[config.mk]
export PLATFORM = sky130hd
export DESIGN_NAME = voxh_ram
export DESIGN_NICKNAME = d
export VERILOG_FILES = /design/src/hw/rtl/voxh_ram.sv
export SDC_FILE = /design/constraint.sdc
export NUM_CORES = 1
export LEC_CHECK = 0
export BUFFER_PORTS_ARGS = -buffer_cell sky130_fd_sc_hd__buf_2
export CAP_MARGIN = 30
export CORE_UTILIZATION = 62
export DETAILED_ROUTE_END_ITERATION = 6
export GPL_ROUTABILITY_DRIVEN = 0
export PLACE_DENSITY = 0.79
export REMOVE_ABC_BUFFERS = 1
export SYNTH_ARGS = -nofsm -noshare
export SYNTH_HDL_FRONTEND = slang
export SYNTH_SLANG_ARGS = --single-unit
[constraint.sdc]
create_clock -name clk -period 2.9 [get_ports clk]
set_clock_uncertainty 0.2 [all_clocks]
set_input_delay 0.58 -clock clk [delete_from_list [all_inputs] [get_ports clk]]
set_output_delay 0.58 -clock clk [all_outputs]
set_load 0.02 [all_outputs]
[src/hw/rtl/voxh_ram.sv]
module voxh_ram #(
    parameter int WIDTH = 8,
    parameter int DEPTH = 64
) (
    input  logic                     clk,
    input  logic                     we,
    input  logic [$clog2(DEPTH)-1:0] waddr,
    input  logic [WIDTH-1:0]         wdata,
    input  logic [$clog2(DEPTH)-1:0] raddr,
    output logic [WIDTH-1:0]         rdata
);

    logic [WIDTH-1:0] mem [DEPTH];

    // One write port, one registered read port
    always_ff @(posedge clk)
    begin
        if (we)
        begin
            mem[waddr] <= wdata;
        end
        rdata <= mem[raddr];
    end

endmodule

==> qor.csv <==
metric;value;unit
status;completed;
fin_tns_setup;0;ns
wl_met3;5370;um
final_common_cell;edfxtp_1;
drtPass1Iterations;5;
p_seq_share;54.2;%
cts-buffers-inserted;50;
fin_area;23200;sq um
yosysUniqueCellTypes;40;
vias;10418;
cts_hold_buf;0;
async_reset_ff_share;0;%
worst_pin_slew;1.01;ns
area_growth;14.9;%
ioPinCount;30;
rr_worst_depth;5;
dpl.hpwl;29100;um
initialDrtViolationCount;1523;
dieArea;33300;sq um
end_kind;flop;
clkTransAtPathRegs;0.06;ns
clockRootBuffer;clkbuf_16;
synthCells;940;
critPathRequiredTime;3.12;ns
die_h;182;um
cap_violations;0;
initial_core_util;63.4;%
hold_path.class;in2reg;
post_cts_resize_count;0;
ant_nets;0;
mostFrequentLayoutCells;edfxtp_1 (512), mux4_2 (126), buf_4 (119);
place_area;21600;sq um
p_comb_share;5.4;%
p_per_area;665;nW/um^2
max_slew_margin;32.5;%
synth_ff_type;edfxtp_1;
postRouteWirelength;46400;um
whs;0.213;ns
ys_seq_area_share;77.0;%
portBuffers;29;
max_freq;422;MHz
overflow;0;
p_sw;0.00323;W
top_layer;met5;
grt_pass1_vias;10743;
syn_area;20200;sq um
ys_seq_elements;520;
via_per_inst;6.63;
reg2reg_to;rdata[6];
drc;0;
clkPwrFrac;40.4;%
reg2reg_slack;0.56;ns
multi_input_area;4320;sq um
post-route-util;72.9;%
core;31800;sq um
grt_max_degree;65;
p_leak;7.52;nW
path_max_fanout;21;
antenna_found_initial;2;
layout_min_cycle_time;2.37;ns
die_w;182;um
power_switching_share;21.0;%
cp-endpoint;rdata[6];
wl_met1;16900;um
cts_buffer_depth;3;
finalHoldViolations;0;
arrival;2.59;ns
yosysWarnings;0;
dr_wl_met2;22700;um
grt_pass1_wl;69200;um
cts-htree-levels;2;
rows;65;
drv_slew;0;
postCtsSetupBuffers;0;
setup_viol_count_final;0;
drive_above_1_share;32.4;%
diodes;0;
cts_tree;built;
avgSynthCellArea;21.5;sq um
track_usage;29.2;%
clk_latency;0.56;ns
start_kind;primary input;
crit_start;raddr[0];
intPower;0.0122;W
fin_nets;1117;
cts.sinks;520;
regToRegStartpoint;mem[20][6];
fillCellCount;1710;
ir_drop;610;uV
post-route-period-util;81.8;%
rsz0062_at_grt;no;
regArea;15500;sq um
wl_per_cell;29.5;um
critPathKind;in2reg;
synth_edf_count;512;
-- worst min-delay path by stage --
stage	startpoint	endpoint	cells past startpoint
2_1_floorplan	wdata[0]	mem[0][0]	0
3_3_place_gp	mem[30][6]	rdata[6]	3
3_5_place_dp	mem[31][4]	rdata[4]	3
4_1_cts	raddr[5]	rdata[1]	3
5_1_grt	raddr[5]	rdata[1]	3
6_report	raddr[5]	rdata[1]	3
-- metal layers --
metal | GRT usage [%] | vias to the layer above
li1 | - | 4234
met5 | 0 | -
met4 | 8.84 | 4
met2 | 46.7 | 726
met1 | 41.7 | 5352
met3 | 5.79 | 102
-- power groups by stage --
stage	registers (W)	clock network (W)	logic [W]
2_1_floorplan	0.00851	0	0.000322
3_3_place_gp	0.00851	0	0.000802
3_5_place_dp	0.00851	0	0.000824
4_1_cts	0.00835	0.00628	0.000836
5_1_grt	0.00835	0.00657	0.000881
6_report	0.00835	0.00622	0.000838
-- flip-flops by register name, summed over array words and instances (netlist names) --
name	flops
rdata	8
mem	512
-- stage by stage --
| step | total power (W) | instances | worst slack (ns) |
|---|---|---|---|
| after global placement | 0.00931 | 1478 | -0.00193 |
| final | 0.0154 | 1572 | 0.528 |
| after detailed placement | 0.00933 | 1478 | -0.0262 |
| after CTS | 0.0155 | 1572 | 0.555 |
| after floorplan | 0.00883 | 889 | 0.759 |
| after global routing | 0.0158 | 1572 | 0.496 |
-- worst max-delay path: stages --
cell and delay [ns]:
clkbuf_8 0.28, mux4_2 0.55, mux2_2 0.27, o221a_2 0.27
nor3_1 0.43, o32ai_1 0.17
-- kinds of logic (layout without fill, tap and decap cells) --
family / after synthesis / after routing / share of synthesized area [%]
muxes: 162 / 162 / 15.9
buffers and inverters: 51 / 248 / 1.57
DFF: 520 / 520 / 77.0
and+or+nand+nor: 153 / 153 / 3.39
AOI/OAI and AO/OA: 54 / 54 / 2.07
-- synthesized netlist by cell type, types with 11 or more instances --
cell type | number | area share (%)
buf_4 | 13 | 0.48
nand2_1 | 19 | 0.35
nand3_1 | 13 | 0.32
mux4_2 | 126 | 14
nor2_1 | 83 | 1.5
nor2b_1 | 14 | 0.43
clkbuf_1 | 17 | 0.32
buf_2 | 11 | 0.27
edfxtp_1 | 512 | 76
mux2_2 | 13 | 0.73
mux2i_1 | 23 | 1.1
-- area by class of cell --
class,count,area share [%]
sequential,520,67.1
multi-input combinational,369,18.6
clock buffer,57,5.51
timing repair buffer,154,5.17
tap,435,2.35
clock inverter,37,1.28
No activity file was read; power rests on OpenSTA's default activity.
