$ cat src/hw/rtl/voxh_pkg.sv
package voxh_pkg;

    // Default geometry (table depth must be a power of two)
    localparam int TABLE_DEPTH_DEF = 4096;
    localparam int AXIS_BITS_DEF   = 21;

    // Murmur finalizer multipliers
    localparam logic [63:0] HASH_M1 = 64'hff51afd7ed558ccd;
    localparam logic [63:0] HASH_M2 = 64'hc4ceb9fe1a85ec53;
    localparam int          HASH_SH = 33;

    // Configuration register indexes
    localparam logic [1:0] REG_INV_SCALE = 2'd0;
    localparam logic [1:0] REG_SAT_LIMIT = 2'd1;
    localparam logic [1:0] REG_MAX_OCC   = 2'd2;

    // Configuration reset values
    localparam logic [31:0] INV_SCALE_RST = 32'd6553600;
    localparam logic [15:0] SAT_LIMIT_RST = 16'd4;
    localparam logic [12:0] MAX_OCC_RST   = 13'd2867;

    // Verdict codes
    localparam logic [2:0] VERD_KEPT_OLD  = 3'd0;
    localparam logic [2:0] VERD_KEPT_NEW  = 3'd1;
    localparam logic [2:0] VERD_SATURATED = 3'd2;
    localparam logic [2:0] VERD_FULL      = 3'd3;
    localparam logic [2:0] VERD_RANGE     = 3'd4;
    localparam logic [2:0] VERD_CLEARED   = 3'd5;

    // Opcodes
    localparam logic OP_FUSE  = 1'b0;
    localparam logic OP_CLEAR = 1'b1;

    // 33x33 signed multiplier operands
    typedef logic signed [32:0] mul_op_t;
    typedef logic signed [65:0] mul_res_t;

endpackage

$ cat src/hw/rtl/voxh_mul.sv
module voxh_mul
    import voxh_pkg::*;
(
    input  logic     clk,
    input  mul_op_t  a,
    input  mul_op_t  b,
    output mul_res_t prod_reg
);

    // Shared signed multiplier, result registered
    always_ff @(posedge clk)
    begin
        prod_reg <= a * b;
    end

endmodule

$ cat config.mk
export PLATFORM = sky130hd
export DESIGN_NAME = voxh_mul
export DESIGN_NICKNAME = d
export VERILOG_FILES = /design/src/hw/rtl/voxh_pkg.sv /design/src/hw/rtl/voxh_mul.sv
export SDC_FILE = /design/constraint.sdc
export NUM_CORES = 2
export LEC_CHECK = 0
export CORE_ASPECT_RATIO = 0.5
export CORE_UTILIZATION = 41
export CTS_CLUSTER_SIZE = 40
export DETAILED_ROUTE_END_ITERATION = 12
export DONT_BUFFER_PORTS = 1
export REMOVE_ABC_BUFFERS = 1
export SLEW_MARGIN = 20
export SYNTH_ARGS = -nofsm -noshare
export SYNTH_HDL_FRONTEND = slang
export SYNTH_SLANG_ARGS = --single-unit
$ cat constraint.sdc
create_clock -name clk -period 8.2 [get_ports clk]
set_input_delay 1.23 -clock clk [delete_from_list [all_inputs] [get_ports clk]]
set_output_delay 1.23 -clock clk [all_outputs]
set_load 0.005 [all_outputs]
==> metrics <==
grt met3 use=3.09%; Seq/Total Area, Yosys=3.24%; first-pass GRT wire length=171000 um; unrepaired setup endpoints after global routing=false; CP arrival=8.21 ns; vias in the first global route=~31000; pin count of the biggest net entering global routing=34; Post-Synthesis Cells=roughly 4300; Buf/Inv on CP=10; busiest grt layer=met2; Slowest-stage cell, CP=fa_1; first drt pass iteration count=6; Core Area=98100 um^2; Slew headroom=54.7%; met1 Use GR=28.3%; TNS Setup=0 ns; Clock Sinks=66; Most used DFF post-synth=dfxtp_1; die width=448 um; vias per cell=~5.1; Crit Path Class=in2reg; max reg flops=66; DRC errors left=0; Critical Path Fanout Max=33; HP Start=b[0]; Critical path origin=b[0]; initial antenna violation count=6; max incr delay on CP=0.53 ns; Final setup viols=0; overflow left after global routing=0; Syn Area/Cell=9.39 um^2; Hold Path Class=in2reg; Detail Placement HPWL=between 80000 and 90000 um; Synth top area share=56.3%; count of cell types in the netlist=80; Post-synth ARST share=0%; Core Rows=81; clock root buffer=clkbuf_16; grt met2 use=38.3%; Nets=5633; Worst EP required=~8.5 ns; IO Port Bufs=0; GRT Total Usage=a little over a fifth; Max Cap Viol=0; Vias=28100; Area growth syn-to-layout=4.30%; DR WL/cell=18.9 um; Clock transition at path regs=approximately 0.060 ns; post-synth top area cell=fa_1; Yosys reg bits=66; Period minus WS final=7.93 ns; Fmax=126 MHz; 1st-iter DRT viols=1601; highest-count cells in the layout ignoring fill and taps=fa_1, inv_1, and2_1; CP Launch Type=input pin; clock buffer depth=2; layout cells sized above 1=3.16%; Final ANT Viol Nets=0; status=completed; die height=225 um; cts bufs inserted=9; CP most frequent cell=fa_1; CTS tree=yes; gpl congestion=0.965; CP endpoint kind=flop; CP delay by family, top=adder cells; Slew @ Worst Pin=0.680 ns; EDFF count, synth=0; number of max-slew violations in the final report=0; Warnings, synthesis=0; commonest non-fill, non-tap cell in the layout=fa_1; Synth area leaders=fa_1, inv_1, and2_1, ha_1, nand2_1; H-tree depth=3; Initial Utilization=41.5%; drt total wl=105000 um; Top Ports=between 100 and 150; Die ar.=101000 um^2; Netlist Area Pre-Place=slightly above 40000 um^2; final cycle utilization of the critical path=96.7%; Final Hold Violating Endpoints=0
metrics by stage:
stage	utilization (%)	instances	cell area (um^2)	setup WS, ns	hold WS, ns
final	43.3	5542	42500	0.269	0.992
after global routing	43.3	5537	42500	0.0439	0.983
after CTS	43.3	5537	42500	0.273	0.968
after detailed placement	43.0	5521	42200	-0.101	1.36
after global placement	43.0	5521	42200	0.0227	1.35
after floorplan	-	4117	39900	0.0883	1.35
kinds of logic (layout without fill, tap and decap cells):
group	Yosys count	count (layout)	share of synthesized area, %
other	0	5	0
DFF	66	66	3.24
buffers and inverters	1352	1223	12.5
and+or+nand+nor	1271	1271	15.8
xor gates and xnor gates	68	68	1.46
AOI/OAI and AO/OA	219	219	4.07
adders and majority gates	1362	1362	62.9
per-layer routing:
layer / up-vias / wire length (um)
li1: 12100 / -
met1: 15000 / 42500
met2: 781 / 53600
met3: 173 / 5510
met4: 0 / 3290
met5: - / 0
final cells by class:
class	instances	area [um^2]
Multi-Input combinational cell	2920	34300
Tap cell	1328	1660
Timing Repair Buffer	76	608
Clock buffer	9	225
Fill cell	9636	55600
Sequential cell	66	1320
Clock inverter	7	81.3
Inverter	1131	4250
Antenna cell	5	12.5
repair_timing:
action | 4_1_cts | 5_1_grt
hold buffers | 0 | 0
endpoints found under the setup margin | 0 | 2
buffers inserted | 0 | 0
resized for setup | 0 | 3
path summary, 6_finish.rpt:
kind,depth (start not counted),end,slack [ns]
max,28,prod_reg[62],0.27
min,1,prod_reg[0],0.99
synth_stat cells (3+ instances only):
library cell  count
fa_1           1145
inv_1          1131
and2_1          562
nand2_1         551
ha_1            217
clkbuf_1        208
nor2_1           68
dfxtp_1          66
a21oi_1          57
xnor2_1          43
a21o_1           36
nand3_1          25
o21ai_0          25
xor2_1           25
nand2b_1         12
buf_2            11
nand4_1          11
o21bai_1         11
a31oi_1           8
a211oi_1          7
nor3_1            7
a211o_1           6
o21a_1            6
o21ai_1           6
and3_1            5
and4_1            5
nor2b_1           5
o211ai_1          4
a211oi_2          3
a21oi_2           3
o31ai_4           3
or2_2             3
or3_1             3
Power is not shown: default switching activity piles up to over one toggle a cycle in this logic, so the estimate is an artifact.
